File: src/rtl/bhpt_pkg.sv
`default_nettype none

package bhpt_pkg;

    // Block table: two sides of four entries, each an upper and a lower word.
    localparam int BAT_SIDE_ENTRIES = 4;
    localparam int BAT_CNT_W        = 2;
    localparam int BLK_DEPTH        = 16;
    localparam int SEG_DEPTH        = 16;
    localparam int SEG_W            = 24;
    localparam int SEEN_W           = 4;

    localparam int DEF_BLOCK_ENTRIES     = 4;
    localparam int DEF_ENTRIES_PER_GROUP = 8;

    localparam logic [31:0] BL_MASK   = 32'h0000_1FFC;
    localparam logic [31:0] HI_MASK   = 32'hFFFE_0000;
    localparam logic [31:0] LOW_KEEP  = 32'h0001_FFFF;

    typedef enum logic [1:0] {
        FN_XLATE  = 2'd0,
        FN_PTE    = 2'd1,
        FN_WR_BLK = 2'd2,
        FN_WR_SEG = 2'd3
    } t_func;

    typedef enum logic [1:0] {
        ST_XLATED = 2'd0,
        ST_FETCH  = 2'd1,
        ST_FAULT  = 2'd2
    } t_status;

    typedef struct packed {
        logic                 start;
        logic                 pte;
        logic                 wr_blk;
        logic                 wr_seg;
        logic                 walk;
        logic                 out_load;
        logic [BAT_CNT_W-1:0] ent;
    } t_cmd;

    typedef struct packed {
        logic bat_hit;
        logic pte_done;
        logic pending;
    } t_sts;

endpackage

`default_nettype wire

File: src/rtl/bat_and_hashed_page_translate_unit.sv
// Channel   Direction  Handshake             Payload
// input     in         i_valid / o_stall     i_func, i_virt_address, i_user_mode,
//                                            i_instr_side, i_pte_word,
//                                            i_table_index, i_table_value
// result    out        o_valid / i_stall     o_status, o_phys_address, o_group_address
// config    in         i_cfg_wr_en           i_cfg_wr_data (table base / hash mask)
//
// A PTE word or table write is handled in the cycle of its transfer. A translate
// request walks the block entries of its side, one per cycle after its transfer,
// until a hit or the last of min(BLOCK_ENTRIES,4) entries; the group address is
// formed in the cycle of the last entry. One item is in work at a time; a new
// transfer is taken while the result register empties in the same cycle. Reset
// is synchronous, active low, and clears the block and segment tables, the
// table base and any pending search. A stalled result holds in the output
// register and holds off new input.

`default_nettype none

module bat_and_hashed_page_translate_unit
    import bhpt_pkg::*;
#(
    parameter int BLOCK_ENTRIES     = DEF_BLOCK_ENTRIES,
    parameter int ENTRIES_PER_GROUP = DEF_ENTRIES_PER_GROUP
) (
    input  wire logic        i_clk,
    input  wire logic        i_rst_n,
    // input channel
    input  wire logic        i_valid,
    output logic             o_stall,
    input  wire logic [1:0]  i_func,
    input  wire logic [31:0] i_virt_address,
    input  wire logic        i_user_mode,
    input  wire logic        i_instr_side,
    input  wire logic [63:0] i_pte_word,
    input  wire logic [3:0]  i_table_index,
    input  wire logic [31:0] i_table_value,
    // result channel
    output logic             o_valid,
    input  wire logic        i_stall,
    output logic [1:0]       o_status,
    output logic [31:0]      o_phys_address,
    output logic [31:0]      o_group_address,
    // configuration write
    input  wire logic        i_cfg_wr_en,
    input  wire logic [31:0] i_cfg_wr_data
);

    t_cmd cmd;
    t_sts sts;

    // Controller: sequence the block walk and own the handshakes.
    bhpt_ctrl #(
        .BLOCK_ENTRIES (BLOCK_ENTRIES)
    ) u_ctrl (
        .i_clk   (i_clk),
        .i_rst_n (i_rst_n),
        .i_valid (i_valid),
        .i_func  (i_func),
        .i_stall (i_stall),
        .i_sts   (sts),
        .o_stall (o_stall),
        .o_valid (o_valid),
        .o_cmd   (cmd)
    );

    // Datapath: tables, block compare, hash, PTE search and result register.
    bhpt_dp #(
        .ENTRIES_PER_GROUP (ENTRIES_PER_GROUP)
    ) u_dp (
        .i_clk           (i_clk),
        .i_rst_n         (i_rst_n),
        .i_cmd           (cmd),
        .i_cfg_wr_en     (i_cfg_wr_en),
        .i_cfg_wr_data   (i_cfg_wr_data),
        .i_virt_address  (i_virt_address),
        .i_user_mode     (i_user_mode),
        .i_instr_side    (i_instr_side),
        .i_pte_word      (i_pte_word),
        .i_table_index   (i_table_index),
        .i_table_value   (i_table_value),
        .o_sts           (sts),
        .o_status        (o_status),
        .o_phys_address  (o_phys_address),
        .o_group_address (o_group_address)
    );

endmodule

`default_nettype wire

File: src/rtl/bhpt_ctrl.sv
`default_nettype none

module bhpt_ctrl
    import bhpt_pkg::*;
#(
    parameter int BLOCK_ENTRIES = DEF_BLOCK_ENTRIES
) (
    input  wire logic       i_clk,
    input  wire logic       i_rst_n,
    input  wire logic       i_valid,
    input  wire logic [1:0] i_func,
    input  wire logic       i_stall,
    input  wire t_sts       i_sts,
    output logic            o_stall,
    output logic            o_valid,
    output t_cmd            o_cmd
);

    localparam int N_ENT = (BLOCK_ENTRIES > BAT_SIDE_ENTRIES) ? BAT_SIDE_ENTRIES
                                                              : BLOCK_ENTRIES;
    localparam logic [BAT_CNT_W-1:0] LAST_ENT = BAT_CNT_W'(N_ENT - 1);

    typedef enum logic {
        S_IDLE,
        S_WALK
    } t_state;

    t_state               r_state, n_state;
    logic                 r_out_valid, n_out_valid;
    logic [BAT_CNT_W-1:0] r_cnt, n_cnt;
    logic                 in_ready;
    logic                 accept;

    assign in_ready = (r_state == S_IDLE) && (!r_out_valid || !i_stall);
    assign accept   = i_valid && in_ready;
    assign o_stall  = !in_ready;
    assign o_valid  = r_out_valid;

    always_comb begin
        n_state     = r_state;
        n_cnt       = r_cnt;
        n_out_valid = r_out_valid && i_stall;
        o_cmd       = '0;
        o_cmd.ent   = r_cnt;
        case (r_state)
            S_IDLE: begin
                if (accept) begin
                    case (t_func'(i_func))
                        FN_XLATE: begin
                            o_cmd.start = 1'b1;
                            n_cnt       = '0;
                            n_state     = S_WALK;
                        end
                        FN_PTE: begin
                            o_cmd.pte = 1'b1;
                            if (i_sts.pending && i_sts.pte_done) begin
                                o_cmd.out_load = 1'b1;
                                n_out_valid    = 1'b1;
                            end
                        end
                        FN_WR_BLK: o_cmd.wr_blk = 1'b1;
                        FN_WR_SEG: o_cmd.wr_seg = 1'b1;
                        default:   n_state = S_IDLE;
                    endcase
                end
            end
            S_WALK: begin
                o_cmd.walk = 1'b1;
                if (i_sts.bat_hit || r_cnt == LAST_ENT) begin
                    o_cmd.out_load = 1'b1;
                    n_out_valid    = 1'b1;
                    n_state        = S_IDLE;
                end else begin
                    n_cnt = r_cnt + 1'b1;
                end
            end
            default: n_state = S_IDLE;
        endcase
    end

    always_ff @(posedge i_clk) begin
        if (!i_rst_n) begin
            r_state     <= S_IDLE;
            r_out_valid <= 1'b0;
            r_cnt       <= '0;
        end else begin
            r_state     <= n_state;
            r_out_valid <= n_out_valid;
            r_cnt       <= n_cnt;
        end
    end

endmodule

`default_nettype wire

File: src/rtl/bhpt_dp.sv
`default_nettype none

module bhpt_dp
    import bhpt_pkg::*;
#(
    parameter int ENTRIES_PER_GROUP = DEF_ENTRIES_PER_GROUP
) (
    input  wire logic        i_clk,
    input  wire logic        i_rst_n,
    input  wire t_cmd        i_cmd,
    input  wire logic        i_cfg_wr_en,
    input  wire logic [31:0] i_cfg_wr_data,
    input  wire logic [31:0] i_virt_address,
    input  wire logic        i_user_mode,
    input  wire logic        i_instr_side,
    input  wire logic [63:0] i_pte_word,
    input  wire logic [3:0]  i_table_index,
    input  wire logic [31:0] i_table_value,
    output t_sts             o_sts,
    output logic [1:0]       o_status,
    output logic [31:0]      o_phys_address,
    output logic [31:0]      o_group_address
);

    localparam logic [SEEN_W-1:0] GROUP_LAST = SEEN_W'(ENTRIES_PER_GROUP);

    logic [31:0]       r_table_base;
    logic [31:0]       r_blk [BLK_DEPTH];
    logic [SEG_W-1:0]  r_seg [SEG_DEPTH];
    logic              r_pending;
    logic [31:0]       r_tag;
    logic [11:0]       r_offset;
    logic [SEEN_W-1:0] r_seen;
    logic [31:0]       r_va;
    logic              r_user;
    logic              r_side;
    t_status           r_status;
    logic [31:0]       r_phys;
    logic [31:0]       r_group;

    logic [31:0]       up_word, lo_word, bl, bat_mask, bat_pa;
    logic              vbit, bat_hit;
    logic [SEG_W-1:0]  vsid;
    logic [18:0]       hash;
    logic [31:0]       grp, tag;
    logic              pte_match, seen_last;
    logic [SEEN_W-1:0] seen_inc;

    // One block entry of the captured side per walk step.
    always_comb begin
        up_word  = r_blk[{r_side, i_cmd.ent, 1'b0}];
        lo_word  = r_blk[{r_side, i_cmd.ent, 1'b1}];
        vbit     = r_user ? up_word[0] : up_word[1];
        bl       = up_word & BL_MASK;
        bat_mask = ((~bl) << 15) & HI_MASK;
        bat_hit  = vbit && ((r_va & bat_mask) == (up_word & HI_MASK));
        bat_pa   = (lo_word & HI_MASK) | (r_va & ((bl << 15) | LOW_KEEP));
    end

    // Primary hash and group address.
    always_comb begin
        vsid = r_seg[r_va[31:28]];
        hash = vsid[18:0] ^ {3'b000, r_va[27:12]};
        grp  = {r_table_base[31:16] | {7'b0, r_table_base[8:0] & hash[18:10]},
                hash[9:0], 6'b0};
        tag  = {1'b1, vsid, 1'b0, r_va[27:22]};
    end

    assign pte_match = (i_pte_word[63:32] == r_tag);
    assign seen_inc  = r_seen + 1'b1;
    assign seen_last = (seen_inc >= GROUP_LAST);

    assign o_sts.bat_hit  = bat_hit;
    assign o_sts.pte_done = pte_match || seen_last;
    assign o_sts.pending  = r_pending;

    assign o_status        = r_status;
    assign o_phys_address  = r_phys;
    assign o_group_address = r_group;

    always_ff @(posedge i_clk) begin
        if (!i_rst_n) begin
            r_table_base <= '0;
            for (int k = 0; k < BLK_DEPTH; k++) r_blk[k] <= '0;
            for (int k = 0; k < SEG_DEPTH; k++) r_seg[k] <= '0;
            r_pending <= 1'b0;
            r_tag     <= '0;
            r_offset  <= '0;
            r_seen    <= '0;
        end else begin
            if (i_cfg_wr_en) r_table_base <= i_cfg_wr_data;
            if (i_cmd.wr_blk) r_blk[i_table_index] <= i_table_value;
            if (i_cmd.wr_seg) r_seg[i_table_index] <= i_table_value[SEG_W-1:0];
            // A new FN_XLATE request drops any search in flight.
            if (i_cmd.start) r_pending <= 1'b0;
            if (i_cmd.walk && i_cmd.out_load && !bat_hit) begin
                r_tag     <= tag;
                r_offset  <= r_va[11:0];
                r_seen    <= '0;
                r_pending <= 1'b1;
            end
            if (i_cmd.pte && r_pending) begin
                if (pte_match || seen_last) begin
                    r_pending <= 1'b0;
                    r_seen    <= '0;
                end else begin
                    r_seen <= seen_inc;
                end
            end
        end
    end

    // Request capture and result payload.
    always_ff @(posedge i_clk) begin
        if (i_cmd.start) begin
            r_va   <= i_virt_address;
            r_user <= i_user_mode;
            r_side <= i_instr_side;
        end
        if (i_cmd.out_load) begin
            if (i_cmd.walk) begin
                if (bat_hit) begin
                    r_status <= ST_XLATED;
                    r_phys   <= bat_pa;
                    r_group  <= '0;
                end else begin
                    r_status <= ST_FETCH;
                    r_phys   <= '0;
                    r_group  <= grp;
                end
            end else if (pte_match) begin
                r_status <= ST_XLATED;
                r_phys   <= {i_pte_word[31:12], r_offset};
                r_group  <= '0;
            end else begin
                r_status <= ST_FAULT;
                r_phys   <= '0;
                r_group  <= '0;
            end
        end
    end

endmodule

`default_nettype wire

File: config.mk
export PLATFORM = sky130hd
export DESIGN_NAME = bat_and_hashed_page_translate_unit
export DESIGN_NICKNAME = d
export VERILOG_FILES = /design/src/rtl/bhpt_pkg.sv /design/src/rtl/bat_and_hashed_page_translate_unit.sv /design/src/rtl/bhpt_ctrl.sv /design/src/rtl/bhpt_dp.sv
export SDC_FILE = /design/constraint.sdc
export NUM_CORES = 1
export LEC_CHECK = 0
export BUFFER_PORTS_ARGS = -buffer_cell sky130_fd_sc_hd__buf_2
export CAP_MARGIN = 10
export CORE_UTILIZATION = 30
export CTS_CLUSTER_SIZE = 40
export DETAILED_ROUTE_END_ITERATION = 16
export SYNTH_ARGS = -nofsm -noshare
export SYNTH_HDL_FRONTEND = slang
export SYNTH_SLANG_ARGS = --single-unit
File: constraint.sdc
create_clock -name i_clk -period 5.4 [get_ports i_clk]
set_input_delay 0.54 -clock i_clk [delete_from_list [all_inputs] [get_ports i_clk]]
set_output_delay 0.54 -clock i_clk [all_outputs]
set_load 0.02 [all_outputs]
==> results of run 1 <==
==> placed cells by master (no fill, tap or decap), drive strengths merged, types with 16 or more instances in the layout <==
cell type / n
nand3: 55
a22o: 26
mux2: 16
edfxtp: 822
clkinv: 40
xor2: 22
nor2: 88
nand2: 41
dfxtp: 81
and2: 729
clkbuf: 121
nor2b: 20
mux2i: 66
mux4: 188
a21oi: 55
buf: 309
xnor2: 41
o21ai: 96
==> worst max-delay path: stages, from the launching register on <==
cell and delay (ns):
dfxtp_4 0.65, buf_12 0.28, mux4_2 0.59, nor2b_1 0.16
xnor2_1 0.14, mux2i_1 0.19, nor4_1 0.51, and4_1 0.31
buf_4 0.43, nand2_1 0.45, o21ai_0 0.30
==> path summary, 6_finish.rpt <==
path	startpoint	endpoint	slack, ns	depth (start not counted)
max reg2reg	u_ctrl.r_cnt[0]	u_dp.o_phys_address[31]	1.16	10
min reg2reg	u_dp.r_seen[3]	u_dp.r_seen[3]	0.47	2
min	i_virt_address[21]	u_dp.r_va[21]	0.06	1
max	u_ctrl.r_cnt[0]	u_dp.o_phys_address[31]	1.16	10
==> where the power goes <==
group	leakage [nW]	switching [mW]	internal [mW]	total [mW]
clock	1.45	2.70	3.64	6.35
combinational	6.10	0.574	0.354	0.928
sequential	9.11	0.0970	7.81	7.91
total	16.7	3.37	11.8	15.2
==> final cells by class <==
type | count | area [µm²] | area share, %
sequential | 903 | 26300 | 56.9
multi-input combinational | 1530 | 12800 | 27.8
clock buffer | 121 | 2540 | 5.48
tap | 1755 | 2200 | 4.75
timing repair buffer | 309 | 1870 | 4.04
clock inverter | 52 | 447 | 0.966
inverter | 9 | 33.8 | 0.0730
antenna | 1 | 2.50 | 0.00541
==> state kept, by name, indices dropped and copies added, names as in the netlist, named ones only <==
| register | cells |
|---|---|
| u_dp.r_seen | 4 |
| u_ctrl.r_state | 1 |
| u_ctrl.o_valid | 1 |
| u_dp.r_side | 1 |
| u_dp.r_user | 1 |
| u_dp.o_phys_address | 32 |
| u_dp.r_offset | 12 |
| u_dp.o_group_address | 26 |
| u_dp.r_blk | 344 |
| u_ctrl.r_cnt | 2 |
| u_dp.r_va | 32 |
| u_dp.r_table_base | 25 |
| u_dp.o_status | 2 |
| u_dp.r_tag | 31 |
| u_dp.r_seg | 384 |
| u_dp.r_pending | 1 |
==> cell families (layout without fill, tap and decap cells) <==
kind of cell             Yosys count  count (layout)
other                              1               7
flip-flops                       903             903
AND/OR/NAND/NOR                  979             979
buffers and inverters            233             491
adder cells (fa/ha/maj)            2               2
AO/OA/AOI/OAI                    210             210
multiplexers                     270             270
XOR/XNOR                          63              63
==> metrics by stage <==
step | power (mW) | cell area, µm² | cells | hold slack [ns]
after detailed placement | 8.99 | 43300 | 4506 | 0.457
after floorplan | 8.57 | 40000 | 2666 | 0.434
after CTS | 15.3 | 46300 | 4679 | 0.0234
final | 15.2 | 46300 | 4680 | 0.0584
after global placement | 8.98 | 43300 | 4506 | 0.446
after global routing | 15.6 | 46300 | 4679 | 0.0432
==> metal layers <==
metal  up-vias  share of wire (%)  wire length [µm]
met5         -               0.15               165
met4        26                2.6              2810
met3       171                9.0              9800
met2       886                 46             50500
met1     11524                 42             46000
li1      10139                  -                 -
==> metrics.yaml, run 1 <==
finish:
  layout-drive-gt1-share_pct: 23.5
  nets: 3022
  fillers: 12521
  area_growth_pct: 15.8
  final_util_pct: 35.1
sta:
  period_needed_ns: 4.24
  final_hold_viol_count: 0
  finalSetupViolCount: 0
  fin_skew_ns: 0.0238
  post-route-period-util_pct: 78.5
  slew_headroom_pct: 21.0
  fmax_mhz: 236
  rsz0062_at_grt: "no"
  finalWorstSetupSlack_ns: 1.16
  tightest_slew_ns: 1.18
  slew_viol_final: 0
  fin_setup_tns_ns: 0
detailed_routing:
  dr.pass1.iters: 5
  totalWireLength_mm: 109
  drc: 0
  route.vias.total: 22746
  ant_nets: 0
  avgViaCountPerCell: 4.86
  wl_per_cell_um: 23.3
  drtIter0Drc: 2448
yosys:
  synthTopCellsByCount: "822 x edfxtp_1, 728 x and2_1, 188 x mux4_2"
  syn_area_per_cell_um2: 15.0
  synth.most_common_cell: "edfxtp_1"
  yosys.area_share.simple_pct: 14.4
  syn_inst: 2661
  synth_edf_count: 822
  synth_compound_area_share_pct: 3.10
  yosys.area_share.adder_pct: 0.0627
  synth_area_leader_cell: "edfxtp_1"
  yosys-top-cells-area: "edfxtp_1 62%, and2_1 11%, mux4_2 11%"
  synth-seq-cells: 903
  synth_top_family_by_area: "simple AND/OR/NAND/NOR gates"
  synth_cell_type_count: 47
  synthMuxAreaShare_pct: 12.7
  synth_top_area_share_pct: 61.8
  synth_top_flop_cell: "edfxtp_1"
  async_flop_share_pct: 0
  syn_area_um2: 39900
  synth-seq-area-share_pct: 65.9
  yosys_warnings: 0
  synthXorXnorAreaFrac_pct: 1.38
clock_network:
  cts_hold_buf: 0
  cts_sinks: 903
  cts_buffers: 94
  cts-root-buf: "clkbuf_16"
  cts_setup_buffers: 0
  ctsResizeCount: 0
  clk_pin_slew_ns: 0.06
  clock_path_buffers: 3
  clock_latency_ns: 0.66
  cts_tree: "yes"
  htree_levels: 3
global_routing:
  antenna_found_initial: 23
  grt_first_pass_wirelength_mm: 159
  grt_pass1_vias: 22776
  grt_busiest_layer: "met2"
  grtUsageMet3_pct: 4.22
  global_route.usage.met2_pct: 25.3
  use_met1_pct: 21.4
  grt_use_total_pct: 16.0
  grt_max_degree: 71
  gr-total-overflow: 0
critical_path:
  start_kind: "flop"
  worstSetupPathType: "flop to flop"
  cp_data_arrival_time_ns: 4.71
  cp_data_required_time_ns: 5.87
  crit_fanout: 45
  worstSetupEndpointType: "flop"
floorplan:
  core.rowCount: 133
  core_area_um2: 132000
  initial_core_util_pct: 30.3
  die_w_um: 367
  die_h_um: 367
  dieArea_um2: 135000
  io_pins: 241
worst_hold_path:
  hold_path.class: "input port to flop"
pwr:
  power_leakage_nw: 16.7
  power_density_nw_per_um2: 328
  vdd_drop_max_uv: 226
place:
  dp_hpwl_mm: 70.0
  portBuffers: 215
  place.gp.congestion: 0.785
  place_ws_ns: 1.18
run:
  drv_cap: 0
run_status:
  status: "complete, no violations"
(Power assumes the default switching activity.)
==> inputs of run 2 (changes only) <==
==> constraint.sdc (replaced) <==
create_clock -name i_clk -period 3.4 [get_ports i_clk]
set_input_delay 0.34 -clock i_clk [delete_from_list [all_inputs] [get_ports i_clk]]
set_output_delay 0.34 -clock i_clk [all_outputs]
set_load 0.02 [all_outputs]
==> metrics.yaml, run 2 (synthesis gave the netlist of run 1 again) <==
clock_network:
  cts_tree: "yes"
  htree_levels: 3
  clk_pin_slew_ns: 0.06
  cts_buffers: 93
  cts_sinks: 903
  clock_latency_ns: 0.68
  clock_path_buffers: 3
  cts-root-buf: "clkbuf_16"
finish:
  largest_reg_flops: 384
  stdcell_count: 4850
  most-common-layout-cells: "822 x edfxtp_1, 728 x and2_1, 215 x buf_2"
  fin_area_um2: 48000
  fillers: 12383
  final_common_cell: "edfxtp_1"
  layout-drive-gt1-share_pct: 25.3
  top_regs: "u_dp.r_seg: 384 flops, u_dp.r_blk: 344 flops"
  nets: 3182
  area_growth_pct: 20.2
  regMostFlops: "u_dp.r_seg"
floorplan:
  core_area_um2: 132000
  io_pins: 241
  dieArea_um2: 135000
  initial_core_util_pct: 30.3
  core.rowCount: 133
  die_h_um: 367
  die_w_um: 367
global_routing:
  grt_max_degree: 52
  grt_first_pass_wirelength_mm: 161
  grt_use_total_pct: 16.3
  grt_pass1_vias: 23501
  gr-total-overflow: 0
  antenna_found_initial: 19
detailed_routing:
  totalWireLength_mm: 111
  avgViaCountPerCell: 4.81
  dr.pass1.iters: 5
  wl_per_cell_um: 23.0
  route.vias.total: 23335
  drc: 0
  drtIter0Drc: 2218
  ant_nets: 1
critical_path:
  crit_fanout: 11
  start_kind: "flop"
  critPathSlowestCell: "mux4_2"
  worstSetupPathType: "flop to flop"
  critPathMostFrequentCell: "buf_6"
  worst-path-buf-inv: 3
  cp_data_required_time_ns: 3.90
  worstSetupEndpointType: "flop"
  path_cells: "buf_6, mux4_2, mux2i_2, xnor2_1, nor4_1, and4_2, buf_6, nand2_1, buf_12, o21ai_0"
  cp_data_arrival_time_ns: 3.69
  critical-path-max-stage-delay_ns: 0.53
  cp_top_family: "simple AND/OR/NAND/NOR gates"
sta:
  slew_viol_final: 0
  period_needed_ns: 3.19
  post-route-period-util_pct: 93.9
  finalSetupViolCount: 0
  fin_skew_ns: 0.0280
  rsz0062_at_grt: "no"
  final_hold_viol_count: 0
  slew_headroom_pct: 24.6
  tightest_slew_ns: 1.13
  fmax_mhz: 313
run_status:
  violations: "antenna violations"
  status: "finished with violations"
place:
  dp_hpwl_mm: 71.6
  portBuffers: 215
  place.gp.congestion: 0.790
  dpl_cell_area_um2: 44200
  dp_cells: 4588
pwr:
  vdd_drop_max_uv: 337
  power_density_nw_per_um2: 502
  finalPower_mw: 24.1
  power_leakage_nw: 17.5
run:
  drv_cap: 0
worst_hold_path:
  hold_path.class: "input port to flop"
## run 2: area by class of cell
type / instances / area, µm² / area share (%)
Antenna cell: 8 / 20.0 / 0.0417
Clock buffer: 119 / 2500 / 5.20
Clock inverter: 56 / 439 / 0.915
Inverter: 9 / 33.8 / 0.0704
Multi-Input combinational cell: 1530 / 12900 / 26.8
Sequential cell: 903 / 26300 / 54.8
Tap cell: 1755 / 2200 / 4.58
Timing Repair Buffer: 470 / 3600 / 7.50
## run 2: through the flow
step	setup TNS (ns)	util (%)	hold WS (ns)	worst slack, ns
after global routing	0	36.4	0.0332	0.0125
final	0	36.4	0.0446	0.208
after detailed placement	-0.0345	33.5	0.455	-0.00274
after floorplan	-58.51	-	0.434	-0.262
after CTS	0	36.3	0.00785	0.0378
after global placement	-1.47	33.5	0.446	-0.0401
## run 2: worst paths after layout
path,from,to,slack [ns],cells after the start
hold / removal,i_pte_word[13],u_dp.o_phys_address[13],0.04,2
setup / recovery,u_ctrl.r_cnt[0],u_dp.o_phys_address[31],0.21,10
hold reg to reg,u_dp.r_seen[3],u_dp.r_seen[3],0.46,2
setup reg to reg,u_ctrl.r_cnt[0],u_dp.o_phys_address[31],0.21,10
## run 2: report_power, final
part	internal [mW]	total [mW]	switching, mW
logic	0.694	1.68	0.990
clock network	5.52	9.87	4.35
registers	12.4	12.5	0.118
## run 2: what timing repair did
| action | 4_1_cts | 5_1_grt |
|---|---|---|
| resized for setup | 1 | 9 |
| hold buffers | 74 | 0 |
| endpoints found under the setup margin | 47 | 119 |
| cloned | 0 | 1 |
| hold endpoints to repair | 78 | 0 |
| buffers inserted | 1 | 3 |
| pin swaps | 0 | 0 |
## run 2: routing by layer
layer	track usage [%]	wire length (µm)	part of all wire, %	vias to the layer above
met4	4.18	2180	2.0	28
met1	22.1	47800	43	11821
met5	0	184	0.17	-
li1	-	-	-	10462
met2	26.4	52500	47	883
met3	3.49	8780	7.9	141
